$ cat config.mk
export PLATFORM = sky130hd
export DESIGN_NAME = dde_divn
export DESIGN_NICKNAME = d
export VERILOG_FILES = /design/src/sv/dde_pkg.sv /design/src/sv/dde_divn.sv
export SDC_FILE = /design/constraint.sdc
export NUM_CORES = 1
export LEC_CHECK = 0
export BUFFER_PORTS_ARGS = -buffer_cell sky130_fd_sc_hd__clkbuf_2
export CAP_MARGIN = 20
export CELL_PAD_IN_SITES_DETAIL_PLACEMENT = 0
export CELL_PAD_IN_SITES_GLOBAL_PLACEMENT = 2
export CORE_MARGIN = 2
export CORE_UTILIZATION = 23
export CTS_CLUSTER_DIAMETER = 60
export DETAILED_ROUTE_END_ITERATION = 8
export PLACE_DENSITY_LB_ADDON = 0.1
export SKIP_LAST_GASP = 1
export SYNTH_ARGS = -nofsm -noshare
export SYNTH_HDL_FRONTEND = slang
export SYNTH_SLANG_ARGS = --single-unit
export TNS_END_PERCENT = 50
$ cat constraint.sdc
create_clock -name i_clk -period 0.8 [get_ports i_clk]
set_clock_uncertainty 0.1 [all_clocks]
set_input_delay 0 -clock i_clk [delete_from_list [all_inputs] [get_ports i_clk]]
set_output_delay 0 -clock i_clk [all_outputs]
set_load 0.01 [all_outputs]
$ cat src/sv/dde_pkg.sv
// ============================================================================
// Direct DFT engine package
// Shared word types, controller states, default sizes and the elaboration-time
// functions that build the twiddle table.
// ============================================================================
package dde_pkg;

    localparam int NUM_POINTS_DEF   = 1024;
    localparam int TWIDDLE_BITS_DEF = 16;
    localparam int VAL_W            = 32;
    localparam int BIN_W            = 10;

    localparam logic [63:0] Q30_ONE     = 64'd1073741824;
    localparam logic [63:0] HALF_PI_Q30 = 64'd1686629713;

    localparam logic KIND_LOAD  = 1'b0;
    localparam logic KIND_QUERY = 1'b1;

    typedef struct packed {
        logic                    kind;
        logic signed [VAL_W-1:0] value_re;
        logic signed [VAL_W-1:0] value_im;
        logic        [BIN_W-1:0] bin_index;
    } t_in_word;

    typedef struct packed {
        logic signed [VAL_W-1:0] result_re;
        logic signed [VAL_W-1:0] result_im;
    } t_out_word;

    typedef enum logic [2:0] {
        ST_IDLE,
        ST_REDUCE,
        ST_RUN,
        ST_DRAIN,
        ST_DIVIDE,
        ST_FINISH
    } t_state;

    // Cosine and sine of a Q2.30 angle in [0, pi/2), packed as {cos, sin} in Q2.30.
    function automatic logic [63:0] taylor_cs(input logic [63:0] x);
        logic [63:0] x2;
        logic [63:0] ct;
        logic [63:0] st;
        logic [63:0] cpos;
        logic [63:0] cneg;
        logic [63:0] spos;
        logic [63:0] sneg;
        logic [63:0] c;
        logic [63:0] s;
        x2   = (x * x) >> 30;
        ct   = Q30_ONE;
        st   = x;
        cpos = Q30_ONE;
        cneg = 64'd0;
        spos = x;
        sneg = 64'd0;
        for (int i = 1; i <= 12; i++) begin
            ct = ((ct * x2) >> 30) / 64'((2 * i - 1) * (2 * i));
            st = ((st * x2) >> 30) / 64'((2 * i) * (2 * i + 1));
            if ((i % 2) == 1) begin
                cneg = cneg + ct;
                sneg = sneg + st;
            end else begin
                cpos = cpos + ct;
                spos = spos + st;
            end
        end
        c = (cpos > cneg) ? cpos - cneg : 64'd0;
        s = (spos > sneg) ? spos - sneg : 64'd0;
        if (c > Q30_ONE) begin
            c = Q30_ONE;
        end
        if (s > Q30_ONE) begin
            s = Q30_ONE;
        end
        return {c[31:0], s[31:0]};
    endfunction

    // Round a Q2.30 magnitude to Q1.frac, saturate, and apply the sign.
    function automatic logic [31:0] to_twiddle(input logic [31:0] mag, input logic neg,
                                               input int frac);
        logic [63:0] r;
        logic [63:0] lim;
        r   = (64'(mag) + (64'd1 << (30 - frac - 1))) >> (30 - frac);
        lim = (64'd1 << frac) - 64'd1;
        if (r > lim) begin
            r = lim;
        end
        return neg ? -r[31:0] : r[31:0];
    endfunction

    // Quadrant reconstruction: returns {cos, sin} as 32-bit signed Q1.frac values.
    function automatic logic [63:0] twiddle_pair(input logic [63:0] cs, input logic [1:0] quad,
                                                 input int frac);
        logic [31:0] c_mag;
        logic [31:0] s_mag;
        c_mag = quad[0] ? cs[31:0] : cs[63:32];
        s_mag = quad[0] ? cs[63:32] : cs[31:0];
        return {to_twiddle(c_mag, quad[1] ^ quad[0], frac), to_twiddle(s_mag, quad[1], frac)};
    endfunction

endpackage

$ cat src/sv/dde_divn.sv
// ============================================================================
// Divider by the point count
// Floor division of an unsigned word by a power-of-two NUM_POINTS by a shift,
// with the remainder taken by a mask. The result is registered and valid in the cycle after start.
// ============================================================================
module dde_divn #(
    parameter int NUM_POINTS = dde_pkg::NUM_POINTS_DEF,
    parameter int W          = 48
) (
    input  logic                          i_clk,
    input  logic                          i_rst_n,
    input  logic                          i_start,
    input  logic [W-1:0]                  i_dividend,
    output logic                          o_done,
    output logic [W-1:0]                  o_quot,
    output logic [$clog2(NUM_POINTS)-1:0] o_rem
);

    localparam int SW = $clog2(NUM_POINTS);

    logic          r_done;
    logic [W-1:0]  r_quot;
    logic [SW-1:0] r_rem;

    always_ff @(posedge i_clk) begin
        if (!i_rst_n) begin
            r_done <= 1'b0;
        end else begin
            r_done <= i_start;
        end
    end

    always_ff @(posedge i_clk) begin
        if (i_start) begin
            r_quot <= i_dividend >> SW;
            r_rem  <= i_dividend[SW-1:0];
        end
    end

    assign o_done = r_done;
    assign o_quot = r_quot;
    assign o_rem  = r_rem;

    a_done_follows: assert property (@(posedge i_clk) disable iff (!i_rst_n)
        i_start |=> o_done)
        else $error("divider did not finish one cycle after start");

    a_done_cause: assert property (@(posedge i_clk) disable iff (!i_rst_n)
        o_done |-> $past(i_start))
        else $error("divider done without a start");

    a_quot_value: assert property (@(posedge i_clk) disable iff (!i_rst_n)
        o_done |-> o_quot == ($past(i_dividend) >> SW))
        else $error("divider quotient does not match its dividend");

endmodule

### Word-level counts from Yosys, hierarchy flattened

Cells that the tools add are included.

* bits in registers: 49
* input port bits: 51
* output and inout bits: 59
* logic and storage cells: 3

### Depth between registers and ports, before layout

Gate-level depths: netlist of run 1.

* word-level depth: 0
* mapped depth: 1

### Least setup slack after synthesis of run 1

OpenSTA, ideal clock, no wires.

* path kind: reg-to-output
* from: reg r_quot[0] (netlist: o_quot[0])
* to: out o_quot[0]
* data arrival time: 0.394 ns
* required time: 0.700 ns
* slack: 0.306 ns
* cell stages (with the launch flop): 1
* buffers on the path: 0
* cell sequence: edfxtp_1

RTL lines
* start: declaration: line dde_divn.sv:22 `logic [W-1:0] r_quot;`
* start signal: assignment: line dde_divn.sv:35 `r_quot <= i_dividend >> SW;`
* end: declaration: line dde_divn.sv:15 `output logic [W-1:0] o_quot,`

No word-level cell between the ends.

### Worst setup path after layout of run 1

* from: reg r_quot[6] (netlist: o_quot[6])
* to: out o_quot[6]

No word-level cell between the ends.

==> qor.txt, run 1 <==
final core occ - 42.8%
Area Growth Syn to Fin - 77.7%
share of cells above drive strength 1 - 49.3%
Static Leak - 1.20 nW
DR WL/cell - 11.7 µm
number of antenna violations at the first check in global routing - 0
Hold Crit Class - primary input to flip-flop
crit-path max cell delay - 0.38 ns
root buffer cell - clkbuf_8
Synth Warn # - 0
sequential fraction of the synthesis area - 94.5%
first-pass GRT wire length - 5050 µm
pin count of the biggest net entering global routing - 30
First DRT Iteration DRCs - 62
Distinct cells, synth - 5
Initial DRT Pass Iterations - 4
WHS Endpoint - o_quot[36]$_DFFE_PP_
number of nets in the layout - 269
post-DP HPWL - 2540 µm
violations in the final reports - negative setup slack
Slew Limit Fails - 0
Reg area - 0.00146 mm²
hold path cells - 2
core area - 0.00642 mm²
# placed instances - 238
Cell Area, Placed - 0.00214 mm²
CP startpoint kind - flip-flop
Critical path buffers and inverters - 1
DIE AREA - 0.00740 mm²
max-cap violations - 0
Die Ht - 86 µm
cell family with most CP delay - flip-flops
Reg clk slew, reported paths - 0.09 ns
Multi-input gate area - 43.8 µm²
DRC errors left - 0
clock sink total - 49
Initial Util - 24.1%
setup violators final - 49
Power Density - 2000 mW/mm²
Flop pwr share - 56.1%
cell-internal power - 0.00434 W
CTS tree - yes
syn avg cell area - 25.4 µm²
Post-DRT Antenna Nets - 0
Combinational Power Share - 12.7%
std cell rows - 29
CP required - 0.70 ns
FILL cells - 607
FMAX - 1.09 GHz
Final Cell Area - 0.00275 mm²
crit end category - primary output
worst setup margin - -0.120 ns
DR vias - 1091
fin cells - 296
sw frac - 21.0%
peak supply drop - 0.000685 V
H-Tree Depth - 2
Psw - 0.00116 W
critical path class - flip-flop to primary output
total stage count of the critical path - 1
Die Wd - 86 µm
number of synthesized register bits - 49
# port buffers - 99
Ports - 110
status - finished, violations left
post-CTS setup buffer count - 0
min Tclk post-route - 0.920 ns
Gate Count Post-Synth - 61
slowest stage cell, crit path - edfxtp_1
min-delay src - i_start
clk buf depth - 2
diodes inserted - 0
clock share of power - 31.2%
via density per instance - 3.69
worst path cell trace - clkbuf_2
GPL Wtd Cong - 0.662
Worst Path Arrival - 0.82 ns
RSZ-0062 raised after global routing - true
grt total ovfl - 0
CTS Buf Count - 5
Routed WL - 3460 µm
vias in the first global route - 1107
Mapped Area - 0.00155 mm²
period utilization - 115%
CP Max Fanout - 1
number of hold violations in the final report - 0
GRT Total Usage - 9.16%
## cells in the mapped netlist
| cell type | count | share of area (%) |
|---|---|---|
| conb_1 | 1 | 0.24 |
| dfxtp_1 | 1 | 1.3 |
| edfxtp_1 | 48 | 93 |
| and2_1 | 1 | 0.40 |
| buf_4 | 10 | 4.9 |
## sequential cells by signal, indices dropped and copies added, names as in the netlist
signal	flops
o_done	1
o_quot	38
o_rem	10
## worst max path at each step
stage | from | to
floorplan | o_quot[0]$_DFFE_PP_ | o_quot[0]
global placement | i_start | o_quot[34]$_DFFE_PP_
detailed placement | i_start | o_quot[16]$_DFFE_PP_
CTS | o_quot[6]$_DFFE_PP_ | o_quot[6]
global route | o_rem[8]$_DFFE_PP_ | o_rem[8]
finish | o_quot[6]$_DFFE_PP_ | o_quot[6]
## metrics by stage
| step | hold WS [ns] | power (W) | setup TNS [ns] | setup WS, ns |
|---|---|---|---|---|
| after floorplan | -0.00113 | 0.00332 | 0 | 0.306 |
| after global routing | 0.0746 | 0.00574 | -7.11 | -0.172 |
| after CTS | 0.0572 | 0.00559 | -5.91 | -0.147 |
| final | 0.0654 | 0.00550 | -4.89 | -0.120 |
| after global placement | 0.0768 | 0.00365 | 0 | 0.0197 |
| after detailed placement | 0.0787 | 0.00366 | 0 | 0.0162 |
## cells by family (layout without fill, tap and decap cells)
group                  after synthesis  in the layout  synth area share (%)
flip-flops                          49             49                  94.5
buffers and inverters               10            159                  4.85
other                                1             10                 0.242
AND/OR/NAND/NOR                      1              1                 0.405
## layer usage
layer	routed length, µm	GRT usage, %
met5	0	0
met4	94	5.92
met3	294	2.98
met2	1800	15.6
met1	1270	9.69
## power groups by stage
stage / combinational, W / clock (W) / sequential, W
after floorplan: 0.0000582 / 0 / 0.00326
after global placement: 0.000514 / 0 / 0.00314
after detailed placement: 0.000517 / 0 / 0.00315
after CTS: 0.000713 / 0.00179 / 0.00309
after global routing: 0.000756 / 0.00188 / 0.00311
final: 0.000700 / 0.00171 / 0.00308
## cell usage in the layout (no fill, tap or decap)
master / instances
bufinv_16: 1
and2_1: 1
buf_2: 3
conb_1: 10
clkbuf_8: 5
dlygate4sd3_1: 50
clkinv_1: 1
clkinvlp_4: 1
dfxtp_1: 1
buf_12: 2
clkbuf_2: 96
edfxtp_1: 48
## what timing repair did
action,in CTS,in global routing
resized for setup,0,3
hold buffers,50,0
hold endpoints to repair,49,0
endpoints found under the setup margin,49,49
## final cells by class
class                           instances  share of cell area [%]
Multi-Input combinational cell         11                    1.59
Sequential cell                        49                    53.2
Clock buffer                            5                    2.50
Clock inverter                          3                    1.50
Timing Repair Buffer                  151                    37.7
Tap cell                               77                    3.51
No activity file was read; power rests on OpenSTA's default activity.
==> run 2: changes to the inputs <==
CORE_UTILIZATION = 25   (was 23)
clock period = 0.9 ns   (was 0.8 ns; I/O delays follow)
==> run 2 against run 1 <==
  * The run still ends with negative setup slack left
  * Utilization grew 2.6 points
  * Flip-flop and latch count is the same
  * Final area shrank 1.5%
  * Global-route usage grew 0.82 points
  * Critical path depth is the same
  * Combinational power shrank 11%
  * First-iteration DRC count shrank 37%
  * Sequential share of layout area grew 0.84 points
  * Via count grew 0.46%
  * Sequential power shrank 11%
  * Setup slack gained 0.097 ns
  * Largest cell class unchanged
  * Largest power group unchanged
==> qor.txt, run 2 (synthesized netlist as in run 1, its figures left out) <==
status - finished, violations left
violations in the final reports - negative setup slack
FILL cells - 573
first-pass GRT wire length - 4860 µm
DR WL/cell - 12.0 µm
setup_tns - -0.151 ns
CTS Buf Count - 5
via density per instance - 3.74
Fin Hold WS - 0.0748 ns
# port buffers - 99
met2 usage - 17.6%
Ports - 110
Largest register FFs - 38
Power Density - 1680 mW/mm²
CP startpoint kind - flip-flop
Reg clk slew, reported paths - 0.08 ns
Routed WL - 3520 µm
DIE AREA - 0.00683 mm²
grt total ovfl - 0
worst setup margin - -0.0223 ns
max-cap violations - 0
GRT Total Usage - 9.98%
clk buf depth - 2
CP required - 0.80 ns
final core occ - 45.4%
number of antenna violations at the first check in global routing - 0
CP Max Fanout - 1
period utilization - 102%
H-Tree Depth - 2
root buffer cell - clkbuf_8
most common cell after layout, fill and taps aside - clkbuf_2
Post-DRT Antenna Nets - 0
FMAX - 1.08 GHz
Post-Place Setup Slack - 0.146 ns
Hold Crit Class - primary input to flip-flop
diodes inserted - 0
clock sink total - 49
cell family with most CP delay - flip-flops
busiest grt layer - met2
First DRT Iteration DRCs - 39
DR vias - 1096
std cell rows - 28
Die Wd - 82.7 µm
vias in the first global route - 1091
min Tclk post-route - 0.922 ns
critical path class - flip-flop to primary output
peak supply drop - 0.000838 V
Worst Path Arrival - 0.82 ns
crit end category - primary output
CTS tree - yes
pin count of the biggest net entering global routing - 26
share of cells above drive strength 1 - 48.6%
Area Growth Syn to Fin - 74.9%
met3 usage - 5.54%
slowest stage cell, crit path - edfxtp_1
Static Leak - 1.19 nW
Die Ht - 82.7 µm
core area - 0.00596 mm²
most frequent cells in the layout - 98 x clkbuf_2, 49 x dlygate4sd3_1, 48 x edfxtp_1
DRC errors left - 0
Slew Limit Fails - 0
GPL Wtd Cong - 0.610
Critical path buffers and inverters - 1
crit-path max cell delay - 0.38 ns
RSZ-0062 raised after global routing - true
worst path cell trace - clkbuf_2
post-CTS setup buffer count - 0
number of nets in the layout - 268
Total Power - 0.00455 W
setup violators final - 14
GR Layer Usage met1 - 9.88%
number of hold violations in the final report - 0
Initial DRT Pass Iterations - 4
Initial Util - 26.0%
==> run 2: changes by cell type in the layout (fill, tap and decap cells not counted), sizes merged <==
cell	change
buf	-2
bufinv	-1
dlygate4sd3	-1
clkinvlp	-1
clkbuf	+5
clkinv	-1
==> run 2: report_power, final <==
part	leakage, nW	switching [W]	internal [W]
clock	0.0395	0.000634	0.000552
sequential	0.478	0.0000467	0.00270
combinational	0.670	0.000280	0.000340
total	1.19	0.000961	0.00359
==> run 2: cell type report <==
class | count | area (µm²) | area share (%)
clock buffer | 8 | 80.1 | 2.96
multi-input combinational | 11 | 43.8 | 1.62
sequential | 49 | 1460 | 54.0
tap | 75 | 93.8 | 3.47
timing repair buffer | 150 | 1030 | 37.9
==> run 2: routing by layer <==
layer,part of all wire (%),vias to the layer above
met5,0,-
met4,1.3,0
met3,12,5
met2,51,73
met1,36,497
li1,-,521
==> run 2: final timing paths <==
check / from / to / slack (ns) / cells after the start
max: o_quot[10]$_DFFE_PP_ / o_quot[10] / -0.02 / 1
min: i_start / o_quot[18]$_DFFE_PP_ / 0.07 / 2
==> run 2: through the flow <==
step,std cells,instance area (µm²)
finish,293,2710
global route,293,2710
CTS,293,2710
detailed placement,236,2130
global placement,236,2130
floorplan,70,1580
==> run 2: what timing repair did <==
action / 4_1_cts / 5_1_grt
endpoints found under the setup margin: 38 / 48
hold endpoints to repair: 49 / 0
hold buffers: 49 / 0
resized for setup: 0 / 1
==> run 3: changes to the inputs <==
CORE_MARGIN = default   (was 2)
clock period = 1 ns   (was 0.9 ns; I/O delays follow)
==> run 3 against run 2 <==
  * Largest cell class unchanged
  * Clock power increased by 20%
  * Utilization rose by 0.61 points
  * The run now ends clean
  * Die area fell by 4.8%
  * Non-clock buffer count unchanged
  * Wire length down 5.0%
  * Largest power group unchanged
  * Via count down 2.0%
==> qor.txt, run 3 (synthesized netlist as in run 1, its figures left out) <==
pin count of the biggest net entering global routing - 29
core area - 0.00596 mm²
H-Tree Depth - 2
first-pass GRT wire length - 4990 µm
Largest register FFs - 38
most common cell after layout, fill and taps aside - clkbuf_2
Static Leak - 1.21 nW
slowest stage cell, crit path - edfxtp_1
Multi-input gate area - 43.8 µm²
Die Ht - 80.7 µm
share of cells above drive strength 1 - 49.5%
WHS Endpoint - o_quot[16]$_DFFE_PP_
DIE AREA - 0.00650 mm²
crit end category - primary output
Ports - 110
Die Wd - 80.7 µm
fin cells - 293
CP startpoint kind - flip-flop
Worst Path Arrival - 0.84 ns
DR WL/cell - 11.4 µm
# port buffers - 99
diodes inserted - 0
setup violators final - 0
period utilization - 93.7%
std cell rows - 28
Reg area - 0.00146 mm²
Critical path buffers and inverters - 1
Hold Crit Class - primary input to flip-flop
worst path cell trace - clkbuf_2
First DRT Iteration DRCs - 23
cell family with most CP delay - flip-flops
critical path class - flip-flop to primary output
Post-DRT Antenna Nets - 0
total stage count of the critical path - 1
crit-path max cell delay - 0.40 ns
Reg clk slew, reported paths - 0.09 ns
min-delay src - i_start
CTS tree - yes
most frequent cells in the layout - 99 x clkbuf_2, 49 x dlygate4sd3_1, 48 x edfxtp_1
FILL cells - 567
grt total ovfl - 0
Final Cell Area - 0.00274 mm²
Cell Area, Placed - 0.00213 mm²
CTS Buf Count - 5
status - finished clean
Routed WL - 3340 µm
number of antenna violations at the first check in global routing - 0
root buffer cell - clkbuf_8
GRT Total Usage - 10.8%
setup_tns - 0 ns
Initial Util - 26.0%
CP Max Fanout - 1
clk buf depth - 2
DR vias - 1074
CP required - 0.90 ns
post-DP HPWL - 2270 µm
via density per instance - 3.67
min Tclk post-route - 0.937 ns
RSZ-0062 raised after global routing - false
number of hold violations in the final report - 0
number of nets in the layout - 268
peak supply drop - 0.000565 V
Area Growth Syn to Fin - 77.3%
max-cap violations - 0
FMAX - 1.07 GHz
DRC errors left - 0
Slew Limit Fails - 0
CTS resizes - 0
clock sink total - 49
GPL Wtd Cong - 0.584
vias in the first global route - 1140
Power Density - 1630 mW/mm²
# placed instances - 236
Critical Path Start - o_quot[16]$_DFFE_PP_
hold path cells - 2
Fin Hold WS - 0.0651 ns
Total Power - 0.00446 W
Initial DRT Pass Iterations - 3
run 3: power breakdown:
part           internal, W  switching, W  total, W
registers          0.00243     0.0000415   0.00247
clock network     0.000816      0.000614   0.00143
logic             0.000306      0.000248  0.000554
run 3: how the worst max path moves through the flow:
stage,endpoint
after global routing,o_quot[19]
after CTS,o_quot[16]
after global placement,o_quot[32]$_DFFE_PP_
after detailed placement,o_quot[32]$_DFFE_PP_
final,o_quot[16]
after floorplan,o_quot[0]
run 3: cell type report:
cell class | count | share of cell area (%)
tap | 75 | 3.42
sequential | 49 | 53.3
clock buffer | 7 | 3.15
clock inverter | 1 | 1.10
timing repair buffer | 150 | 37.4
multi-input combinational | 11 | 1.60
run 3: per-layer routing:
layer	up-vias	track usage [%]	wire length [µm]
met5	-	0	0
li1	521	-	-
met4	0	3.75	37
met3	4	5.80	374
met2	70	17.9	1600
met1	479	11.7	1330
run 3: repair_timing:
action / CTS / global route
hold endpoints to repair: 49 / 0
setup buffers: 0 / 0
hold buffers: 49 / 0
run 3: stage by stage:
stage / utilization [%] / setup slack [ns]
global placement: 35.8 / 0.243
finish: 46.0 / 0.0631
global route: 46.0 / 0.0172
CTS: 46.0 / 0.0578
detailed placement: 35.8 / 0.227
floorplan: - / 0.506
